<file path="src/hdl/char_lcd_nibble_sequencer_defines.svh">
// Assertion macros used by the character LCD nibble sequencer controller.
`ifndef CHAR_LCD_NIBBLE_SEQUENCER_DEFINES_SVH
`define CHAR_LCD_NIBBLE_SEQUENCER_DEFINES_SVH

// Same-cycle implication, checked outside reset.
`define LCDNS_ASSERT_NOW(label, ante, cons, msg) \
	label: assert property (@(posedge clk) disable iff (!arst_n) (ante) |-> (cons)) \
		else $error(msg);

// Next-cycle implication, checked outside reset.
`define LCDNS_ASSERT_NEXT(label, ante, cons, msg) \
	label: assert property (@(posedge clk) disable iff (!arst_n) (ante) |=> (cons)) \
		else $error(msg);

`endif

</file>
<file path="src/hdl/lcdns_pkg.sv">
// Package: types, constants and init table of the character LCD nibble sequencer.
`timescale 1ns / 1ps
package lcdns_pkg;

	// request modes
	localparam logic [1:0] MODE_INIT   = 2'd0;
	localparam logic [1:0] MODE_CLEAR  = 2'd1;
	localparam logic [1:0] MODE_WRITE  = 2'd2;
	localparam logic [1:0] MODE_CURSOR = 2'd3;

	// configuration register indexes
	localparam logic [1:0] CFG_MAX_COLUMN = 2'd0;
	localparam logic [1:0] CFG_ROW_OFFSET = 2'd1;
	localparam logic [1:0] CFG_SETTLE     = 2'd2;

	// reset values of the registers
	localparam logic [5:0] MAX_COLUMN_RST = 6'd15;
	localparam logic [6:0] ROW_OFFSET_RST = 7'd64;
	localparam logic [9:0] SETTLE_RST     = 10'd100;

	// display commands
	localparam logic [7:0] CMD_CLEAR   = 8'h01;
	localparam logic [7:0] CMD_SET_DDR = 8'h80;

	// delays in microseconds
	localparam logic [15:0] INIT_LEAD_US = 16'd50000;
	localparam logic [12:0] WAKE_GAP_US  = 13'd5000;
	localparam logic [12:0] CMD_GAP_US   = 13'd2000;

	// transfer counts
	localparam int unsigned INIT_STEPS = 12;
	localparam int unsigned STEP_W     = 4;
	localparam logic [STEP_W-1:0] INIT_LAST_STEP = STEP_W'(INIT_STEPS - 1);
	localparam logic [STEP_W-1:0] BYTE_LAST_STEP = STEP_W'(1);

	typedef logic [STEP_W-1:0] step_t;

	typedef enum logic {
		ST_IDLE,
		ST_RUN
	} state_t;

	// controller to datapath
	typedef struct packed {
		logic  capture;
		logic  load;
		step_t step;
	} ctrl_cmd_t;

	// datapath to controller
	typedef struct packed {
		logic is_init;
	} dp_status_t;

	// init sequence: wake-up nibbles 3,3,3,2 then 0x28, 0x0C, 0x06, 0x01
	function automatic logic [3:0] init_nibble(input step_t step);
		logic [3:0] n;
		case (step)
			4'd0, 4'd1, 4'd2: n = 4'h3;
			4'd3, 4'd4:       n = 4'h2;
			4'd5:             n = 4'h8;
			4'd7:             n = 4'hC;
			4'd9:             n = 4'h6;
			4'd11:            n = 4'h1;
			default:          n = 4'h0;
		endcase
		return n;
	endfunction

	// extra delay after each init transfer
	function automatic logic [12:0] init_extra(input step_t step);
		logic [12:0] e;
		case (step)
			4'd0, 4'd1, 4'd2, 4'd3:  e = WAKE_GAP_US;
			4'd5, 4'd7, 4'd9, 4'd11: e = CMD_GAP_US;
			default:                 e = 13'd0;
		endcase
		return e;
	endfunction

endpackage

</file>
<file path="src/hdl/lcdns_ctrl.sv">
// Controller: request handshake, transfer step counter and output valid.
`timescale 1ns / 1ps
`include "char_lcd_nibble_sequencer_defines.svh"
module lcdns_ctrl (
	input  logic                   clk,
	input  logic                   arst_n,
	input  logic                   in_valid,
	output logic                   in_ready,
	output logic                   out_valid,
	input  logic                   out_ready,
	output logic                   out_last,
	output lcdns_pkg::ctrl_cmd_t   cmd,
	input  lcdns_pkg::dp_status_t  status
);

	lcdns_pkg::state_t state_q, state_d;
	lcdns_pkg::step_t  step_q;
	lcdns_pkg::step_t  last_step;
	logic              out_valid_q;
	logic              load;
	logic              at_last;

	assign last_step = status.is_init ? lcdns_pkg::INIT_LAST_STEP : lcdns_pkg::BYTE_LAST_STEP;
	assign at_last   = (step_q == last_step);
	assign load      = (state_q == lcdns_pkg::ST_RUN) && (!out_valid_q || out_ready);

	// next state
	always_comb begin
		state_d = state_q;
		unique case (state_q)
			lcdns_pkg::ST_IDLE: begin
				if (in_valid) state_d = lcdns_pkg::ST_RUN;
			end
			lcdns_pkg::ST_RUN: begin
				if (load && at_last) state_d = lcdns_pkg::ST_IDLE;
			end
			default: state_d = lcdns_pkg::ST_IDLE;
		endcase
	end

	// outputs
	always_comb begin
		in_ready    = 1'b0;
		cmd.capture = 1'b0;
		cmd.load    = 1'b0;
		unique case (state_q)
			lcdns_pkg::ST_IDLE: begin
				in_ready    = 1'b1;
				cmd.capture = in_valid;
			end
			lcdns_pkg::ST_RUN: begin
				cmd.load = load;
			end
			default: ;
		endcase
	end
	assign cmd.step  = step_q;
	assign out_valid = out_valid_q;

	// state, step counter, output valid
	always_ff @(posedge clk or negedge arst_n) begin
		if (!arst_n) begin
			state_q     <= lcdns_pkg::ST_IDLE;
			step_q      <= '0;
			out_valid_q <= 1'b0;
		end else begin
			state_q <= state_d;
			if (load) step_q <= at_last ? '0 : step_q + 1'b1;
			if (load) out_valid_q <= 1'b1;
			else if (out_ready) out_valid_q <= 1'b0;
		end
	end

	// last flag rides along with the loaded word
	always_ff @(posedge clk or negedge arst_n) begin
		if (!arst_n) out_last <= 1'b0;
		else if (load) out_last <= at_last;
	end

	`LCDNS_ASSERT_NOW(a_step_range, state_q == lcdns_pkg::ST_RUN, step_q <= last_step, "step past end")
	`LCDNS_ASSERT_NOW(a_idle_step0, state_q == lcdns_pkg::ST_IDLE, step_q == '0, "step not cleared")
	`LCDNS_ASSERT_NEXT(a_last_idle, load && at_last, state_q == lcdns_pkg::ST_IDLE, "no return to idle")
	`LCDNS_ASSERT_NEXT(a_cap_run, in_valid && in_ready, state_q == lcdns_pkg::ST_RUN, "no run after accept")

endmodule

</file>
<file path="src/hdl/lcdns_dp.sv">
// Datapath: config registers, request byte forming and output word register.
`timescale 1ns / 1ps
module lcdns_dp (
	input  logic                   clk,
	input  logic                   arst_n,
	input  logic                   cfg_we,
	input  logic [1:0]             cfg_index,
	input  logic [9:0]             cfg_data,
	input  logic [1:0]             mode,
	input  logic [7:0]             character,
	input  logic [1:0]             row,
	input  logic [5:0]             column,
	input  lcdns_pkg::ctrl_cmd_t   cmd,
	output lcdns_pkg::dp_status_t  status,
	output logic                   register_select,
	output logic [3:0]             nibble,
	output logic [15:0]            wait_before_us,
	output logic [12:0]            wait_after_us
);

	logic [5:0] max_col_q;
	logic [6:0] row_off_q;
	logic [9:0] settle_q;

	logic       is_init_q;
	logic       rs_q;
	logic       gap_q;
	logic [7:0] byte_q;

	logic [5:0]  col_c;
	logic [6:0]  addr;
	logic [7:0]  byte_d;
	logic        rs_d;
	logic        gap_d;
	logic [3:0]  nib_d;
	logic [12:0] extra_d;
	logic [15:0] before_d;

	// configuration writes
	always_ff @(posedge clk or negedge arst_n) begin
		if (!arst_n) begin
			max_col_q <= lcdns_pkg::MAX_COLUMN_RST;
			row_off_q <= lcdns_pkg::ROW_OFFSET_RST;
			settle_q  <= lcdns_pkg::SETTLE_RST;
		end else if (cfg_we) begin
			unique case (cfg_index)
				lcdns_pkg::CFG_MAX_COLUMN: max_col_q <= cfg_data[5:0];
				lcdns_pkg::CFG_ROW_OFFSET: row_off_q <= cfg_data[6:0];
				lcdns_pkg::CFG_SETTLE:     settle_q  <= cfg_data;
				default: ;
			endcase
		end
	end

	// cursor address: clamp row and column, wrap to 7 bits
	assign col_c = (column > max_col_q) ? max_col_q : column;
	assign addr  = ((row != 2'd0) ? row_off_q : 7'd0) + {1'b0, col_c};

	// byte, register select and command gap per mode
	always_comb begin
		byte_d = lcdns_pkg::CMD_CLEAR;
		rs_d   = 1'b0;
		gap_d  = 1'b0;
		unique case (mode)
			lcdns_pkg::MODE_INIT:  ;
			lcdns_pkg::MODE_CLEAR: gap_d = 1'b1;
			lcdns_pkg::MODE_WRITE: begin
				byte_d = character;
				rs_d   = 1'b1;
			end
			lcdns_pkg::MODE_CURSOR: byte_d = lcdns_pkg::CMD_SET_DDR | {1'b0, addr};
			default: ;
		endcase
	end

	// request registers
	always_ff @(posedge clk or negedge arst_n) begin
		if (!arst_n) begin
			is_init_q <= 1'b0;
		end else if (cmd.capture) begin
			is_init_q <= (mode == lcdns_pkg::MODE_INIT);
		end
	end

	always_ff @(posedge clk) begin
		if (cmd.capture) begin
			byte_q <= byte_d;
			rs_q   <= rs_d;
			gap_q  <= gap_d;
		end
	end

	assign status.is_init = is_init_q;

	// transfer word for the current step
	always_comb begin
		if (is_init_q) begin
			nib_d    = lcdns_pkg::init_nibble(cmd.step);
			extra_d  = lcdns_pkg::init_extra(cmd.step);
			before_d = (cmd.step == '0) ? lcdns_pkg::INIT_LEAD_US : 16'd0;
		end else begin
			nib_d    = cmd.step[0] ? byte_q[3:0] : byte_q[7:4];
			extra_d  = (cmd.step[0] && gap_q) ? lcdns_pkg::CMD_GAP_US : 13'd0;
			before_d = 16'd0;
		end
	end

	// output word register
	always_ff @(posedge clk) begin
		if (cmd.load) begin
			register_select <= is_init_q ? 1'b0 : rs_q;
			nibble          <= nib_d;
			wait_before_us  <= before_d;
			wait_after_us   <= {3'd0, settle_q} + extra_d;
		end
	end

endmodule

</file>
<file path="src/hdl/char_lcd_nibble_sequencer.sv">
// Top level of the character LCD nibble sequencer.
`timescale 1ns / 1ps
// Turns one display request (init, clear, write character, set cursor) into the
// 4-bit bus transfers a character LCD needs, one output word per transfer with
// register select, nibble, wait before and after the strobe, and a last flag.
// Init gives twelve words, every other mode two. A request is taken while
// idle, then one word is loaded into the single output register per cycle
// while the consumer keeps up; the next request is accepted once the final
// word is loaded, even while that word still waits to be taken. Config writes
// take effect at once and belong only to idle periods.
module char_lcd_nibble_sequencer (
	input  logic        clk,
	input  logic        arst_n,
	input  logic        cfg_we,
	input  logic [1:0]  cfg_index,
	input  logic [9:0]  cfg_data,
	input  logic        in_valid,
	output logic        in_ready,
	input  logic [1:0]  mode,
	input  logic [7:0]  character,
	input  logic [1:0]  row,
	input  logic [5:0]  column,
	output logic        out_valid,
	input  logic        out_ready,
	output logic        register_select,
	output logic [3:0]  nibble,
	output logic [15:0] wait_before_us,
	output logic [12:0] wait_after_us,
	output logic        last
);

	lcdns_pkg::ctrl_cmd_t  cmd;
	lcdns_pkg::dp_status_t status;

	lcdns_ctrl u_ctrl (
		.clk       (clk),
		.arst_n    (arst_n),
		.in_valid  (in_valid),
		.in_ready  (in_ready),
		.out_valid (out_valid),
		.out_ready (out_ready),
		.out_last  (last),
		.cmd       (cmd),
		.status    (status)
	);

	lcdns_dp u_dp (
		.clk             (clk),
		.arst_n          (arst_n),
		.cfg_we          (cfg_we),
		.cfg_index       (cfg_index),
		.cfg_data        (cfg_data),
		.mode            (mode),
		.character       (character),
		.row             (row),
		.column          (column),
		.cmd             (cmd),
		.status          (status),
		.register_select (register_select),
		.nibble          (nibble),
		.wait_before_us  (wait_before_us),
		.wait_after_us   (wait_after_us)
	);

endmodule

</file>
<file path="config.mk">
export PLATFORM = sky130hd
export DESIGN_NAME = char_lcd_nibble_sequencer
export DESIGN_NICKNAME = d
export VERILOG_FILES = /design/src/hdl/lcdns_pkg.sv /design/src/hdl/lcdns_ctrl.sv /design/src/hdl/lcdns_dp.sv /design/src/hdl/char_lcd_nibble_sequencer.sv
export VERILOG_INCLUDE_DIRS = /design/src /design/src/hdl
export SDC_FILE = /design/constraint.sdc
export NUM_CORES = 1
export LEC_CHECK = 0
export ABC_AREA = 1
export BUFFER_PORTS_ARGS = -buffer_cell sky130_fd_sc_hd__buf_4
export CORE_ASPECT_RATIO = 0.8
export CORE_MARGIN = 3
export CORE_UTILIZATION = 50
export DETAILED_ROUTE_END_ITERATION = 10
export MAX_ROUTING_LAYER = met4
export PLACE_DENSITY_LB_ADDON = 0.1
export SLEW_MARGIN = 20
export SYNTH_ARGS = -nofsm -noshare
export SYNTH_HDL_FRONTEND = slang
export SYNTH_HIERARCHICAL = 1
export SYNTH_SLANG_ARGS = --single-unit
</file>
<file path="constraint.sdc">
create_clock -name clk -period 2.9 [get_ports clk]
set_input_delay 0.58 -clock clk [delete_from_list [all_inputs] [get_ports clk]]
set_output_delay 0.58 -clock clk [all_outputs]
set_load 0.1 [all_outputs]
</file>
==> qor.yml <==
synth:
  synth_area_per_cell_um2: 9.05
  synth_fa_ha_area_frac: 0.0789
  synthXorXnorAreaFrac: 0.0174
  synth-compound-area-share: 0.105
  ys.flop_type: "edfxtp_1"
  synthCells: 389
  muxShareOfSynthArea: 0.00960
  synth_top_cell_by_area: "edfxtp_1"
  async_reset_ff_frac: 0.517
  yosysTopAreaCellShare: 0.247
  syn_area_mm2: 0.00352
  synth_edf_count: 29
  synth_area_leaders: "edfxtp_1 25%, dfrtp_1 16%, nand2_1 9.6%"
  synth_cell_types: 39
  ys_seq_area_frac: 0.471
  yosys.area_share.simple: 0.210
  ys_seq_elements: 60
  yosysWarnings: 6
  synth_top_family_by_area: "simple AND/OR/NAND/NOR gates"
worst_setup_path:
  path_class: "flip-flop to flip-flop"
  end_kind: "flip-flop"
  worstSetupStartpoint: "u_dp/max_col_q[3]"
  arrival_ns: 2.76
  rr_startpoint: "u_dp/max_col_q[3]"
  critPathLaunchType: "flip-flop"
  cp_max_fo: 7
  cp.required_ns: 2.98
place:
  post-dp-hpwl_um: 5440
  place_ws_ns: 0.0378
  gp_congestion: 0.887
  port_buffers: 61
timing:
  slew_headroom: 0.415
  hold_viol_final: 0
  rsz0062_at_grt: "false"
  setup_ws_ns: 0.222
  report.final.slew_viol_count: 0
  final.setup.tns_ns: 0
  max_freq_mhz: 373
  skew_ns: 0.00594
  fin_crit_sh: 0.923
  worst_pin_slew_ns: 0.875
  fin_crit_ns: 2.68
  setup_viol: 0
global_routing:
  grtUsageMet2: 0.280
  grt_pass1_wl_um: 11600
  grt_max_degree: 32
  use_met1: 0.265
  grt.busiest_layer: "met2"
  antenna_found_initial: 0
  track_usage: 0.188
  met3_usage: 0.0361
  gr-total-overflow: 0
  grt_pass1_vias: 2522
final_layout:
  multiInputGateArea_mm2: 0.00153
  drive_gt1_frac: 0.278
  nets: 505
  syn_to_final_growth_pct: 19.0
  regArea_mm2: 0.00166
  fillers: 563
  antennaDiodeCount: 0
detailed_routing:
  initialDrtViolationCount: 168
  wl_per_cell_um: 13.1
  viasPerCell: 4.99
  dr.pass1.iters: 4
  ant_nets: 0
  drc: 0
  routed_wl_um: 7040
  num_vias: 2685
cts:
  htree_levels: 3
  cts_tree: "yes"
  cts.path.max_buffers: 2
  clkLatencyLatePin_ns: 0.33
  cts-buffers-inserted: 9
  cts.root.buffer_cell: "clkbuf_8"
  clk_pin_slew_worst_paths_ns: 0.07
  postCtsSetupBuffers: 0
  clock_sinks: 60
power_and_ir_drop:
  power_frac_comb: 0.541
  p_leak_nw: 2.07
  p_per_area_mw_per_mm2: 1170
  power_frac_clock: 0.169
  p_int_mw: 2.39
  ir_drop_mv: 0.600
  p_sw_frac: 0.510
  power_frac_seq: 0.289
  p_sw_mw: 2.49
die:
  ios: 72
  die_width_um: 99.8
  die_h_um: 81.0
  die_area_mm2: 0.00809
  initial_utilization: 0.533
  core_area_mm2: 0.00660
  rows: 26
min_path:
  min_path_type: "primary input to asynchronous set/reset pin"
outcome:
  outcome: "completed"
run:
  drv_cap: 0
Yosys cell counts, drive strengths merged (5+ instances only):
cell	number
ha	19
inv	58
o21ai	33
dfstp	8
edfxtp	29
nand3	30
buf	21
a21oi	15
nor2	26
dfrtp	23
nand2	98
xor2	5
cell type report:
| class | instances | share of cell area |
|---|---|---|
| Tap cell | 84 | 0.0251 |
| Inverter | 58 | 0.0520 |
| Clock buffer | 10 | 0.0329 |
| Clock inverter | 6 | 0.0206 |
| Multi-Input combinational cell | 259 | 0.365 |
| Sequential cell | 60 | 0.396 |
| Timing Repair Buffer | 61 | 0.109 |
metal layers:
layer | up-vias | routed length, um
met4 | 0 | 55
met1 | 1233 | 3570
li1 | 1371 | -
met3 | 5 | 407
met2 | 76 | 3010
met5 | - | 0
cell usage in the layout (no fill, tap or decap), types with 10 or more instances in the layout:
| cell type | instances |
|---|---|
| nand2_1 | 90 |
| dfrtp_1 | 23 |
| nand3_1 | 23 |
| clkbuf_8 | 10 |
| buf_4 | 61 |
| a21oi_1 | 11 |
| conb_1 | 10 |
| ha_1 | 17 |
| nor2_1 | 24 |
| o21ai_0 | 24 |
| edfxtp_1 | 29 |
| inv_1 | 50 |
state kept, by name, summed over array words and instances, names as in the netlist:
signal	cells
u_dp/gap_q	1
u_dp/status	1
u_dp/settle_q	10
u_dp/nibble	4
u_dp/rs_q	1
u_dp/byte_q	8
u_ctrl/out_valid	1
u_ctrl/out_last	1
u_ctrl/step_q	4
u_dp/wait_after_us	13
u_dp/register_select	1
u_dp/row_off_q	7
u_dp/max_col_q	6
u_dp/wait_before_us	1
u_ctrl/state_q	1
logic make-up after synthesis:
group | count (synthesis)
and+or+nand+nor | 159
buffers and inverters | 79
DFF | 60
AOI/OAI and AO/OA | 59
adders and majority gates | 21
xor gates and xnor gates | 7
muxes | 3
other | 1
power groups by stage:
stage | logic (mW) | registers (mW) | clock network (mW)
after floorplan | 1.29 | 2.30 | 0
after global placement | 2.60 | 1.42 | 0
after global routing | 2.82 | 1.45 | 0.877
after CTS | 2.64 | 1.41 | 0.843
final | 2.64 | 1.41 | 0.825
after detailed placement | 2.64 | 1.43 | 0
worst max-delay path, stage by stage, from the launching register on:
cell     delay (ns)
dfstp_2        0.55
inv_1          0.05
ha_1           0.28
nand2_1        0.09
nor2_4         0.13
nand2_2        0.08
nand3_4        0.10
nand2_4        0.08
nand2_1        0.06
nand2_1        0.05
ha_1           0.23
fa_2           0.38
nand3_1        0.08
nand3_1        0.08
nor2_1         0.09
o21ai_0        0.08
metrics by stage:
step	total power, mW	std cells	hold slack, ns	util	area, um^2
final	4.88	538	0.189	0.634	4190
after global routing	5.15	538	0.203	0.634	4190
after CTS	4.90	538	0.189	0.633	4180
after detailed placement	4.07	522	0.436	0.599	3960
after global placement	4.02	522	0.433	0.599	3960
after floorplan	3.59	398	0.284	-	3550
final timing paths:
path	end	depth (start not counted)	slack (ns)
hold / removal	u_dp/status	1	0.19
hold reg to reg	u_dp/wait_after_us[1]	0	0.45
min in group clk	u_dp/wait_after_us[1]	0	0.45
setup / recovery	u_dp/byte_q[4]	15	0.22
setup reg to reg	u_dp/byte_q[4]	15	0.22
max in group asynchronous	u_dp/max_col_q[1]	1	2.37
what timing repair did:
action / 4_1_cts / 5_1_grt
gates resized for setup: 0 / 3
hold buffers: 0 / 0
setup endpoints to repair: 0 / 2
No activity file was read; power rests on OpenSTA's default activity.
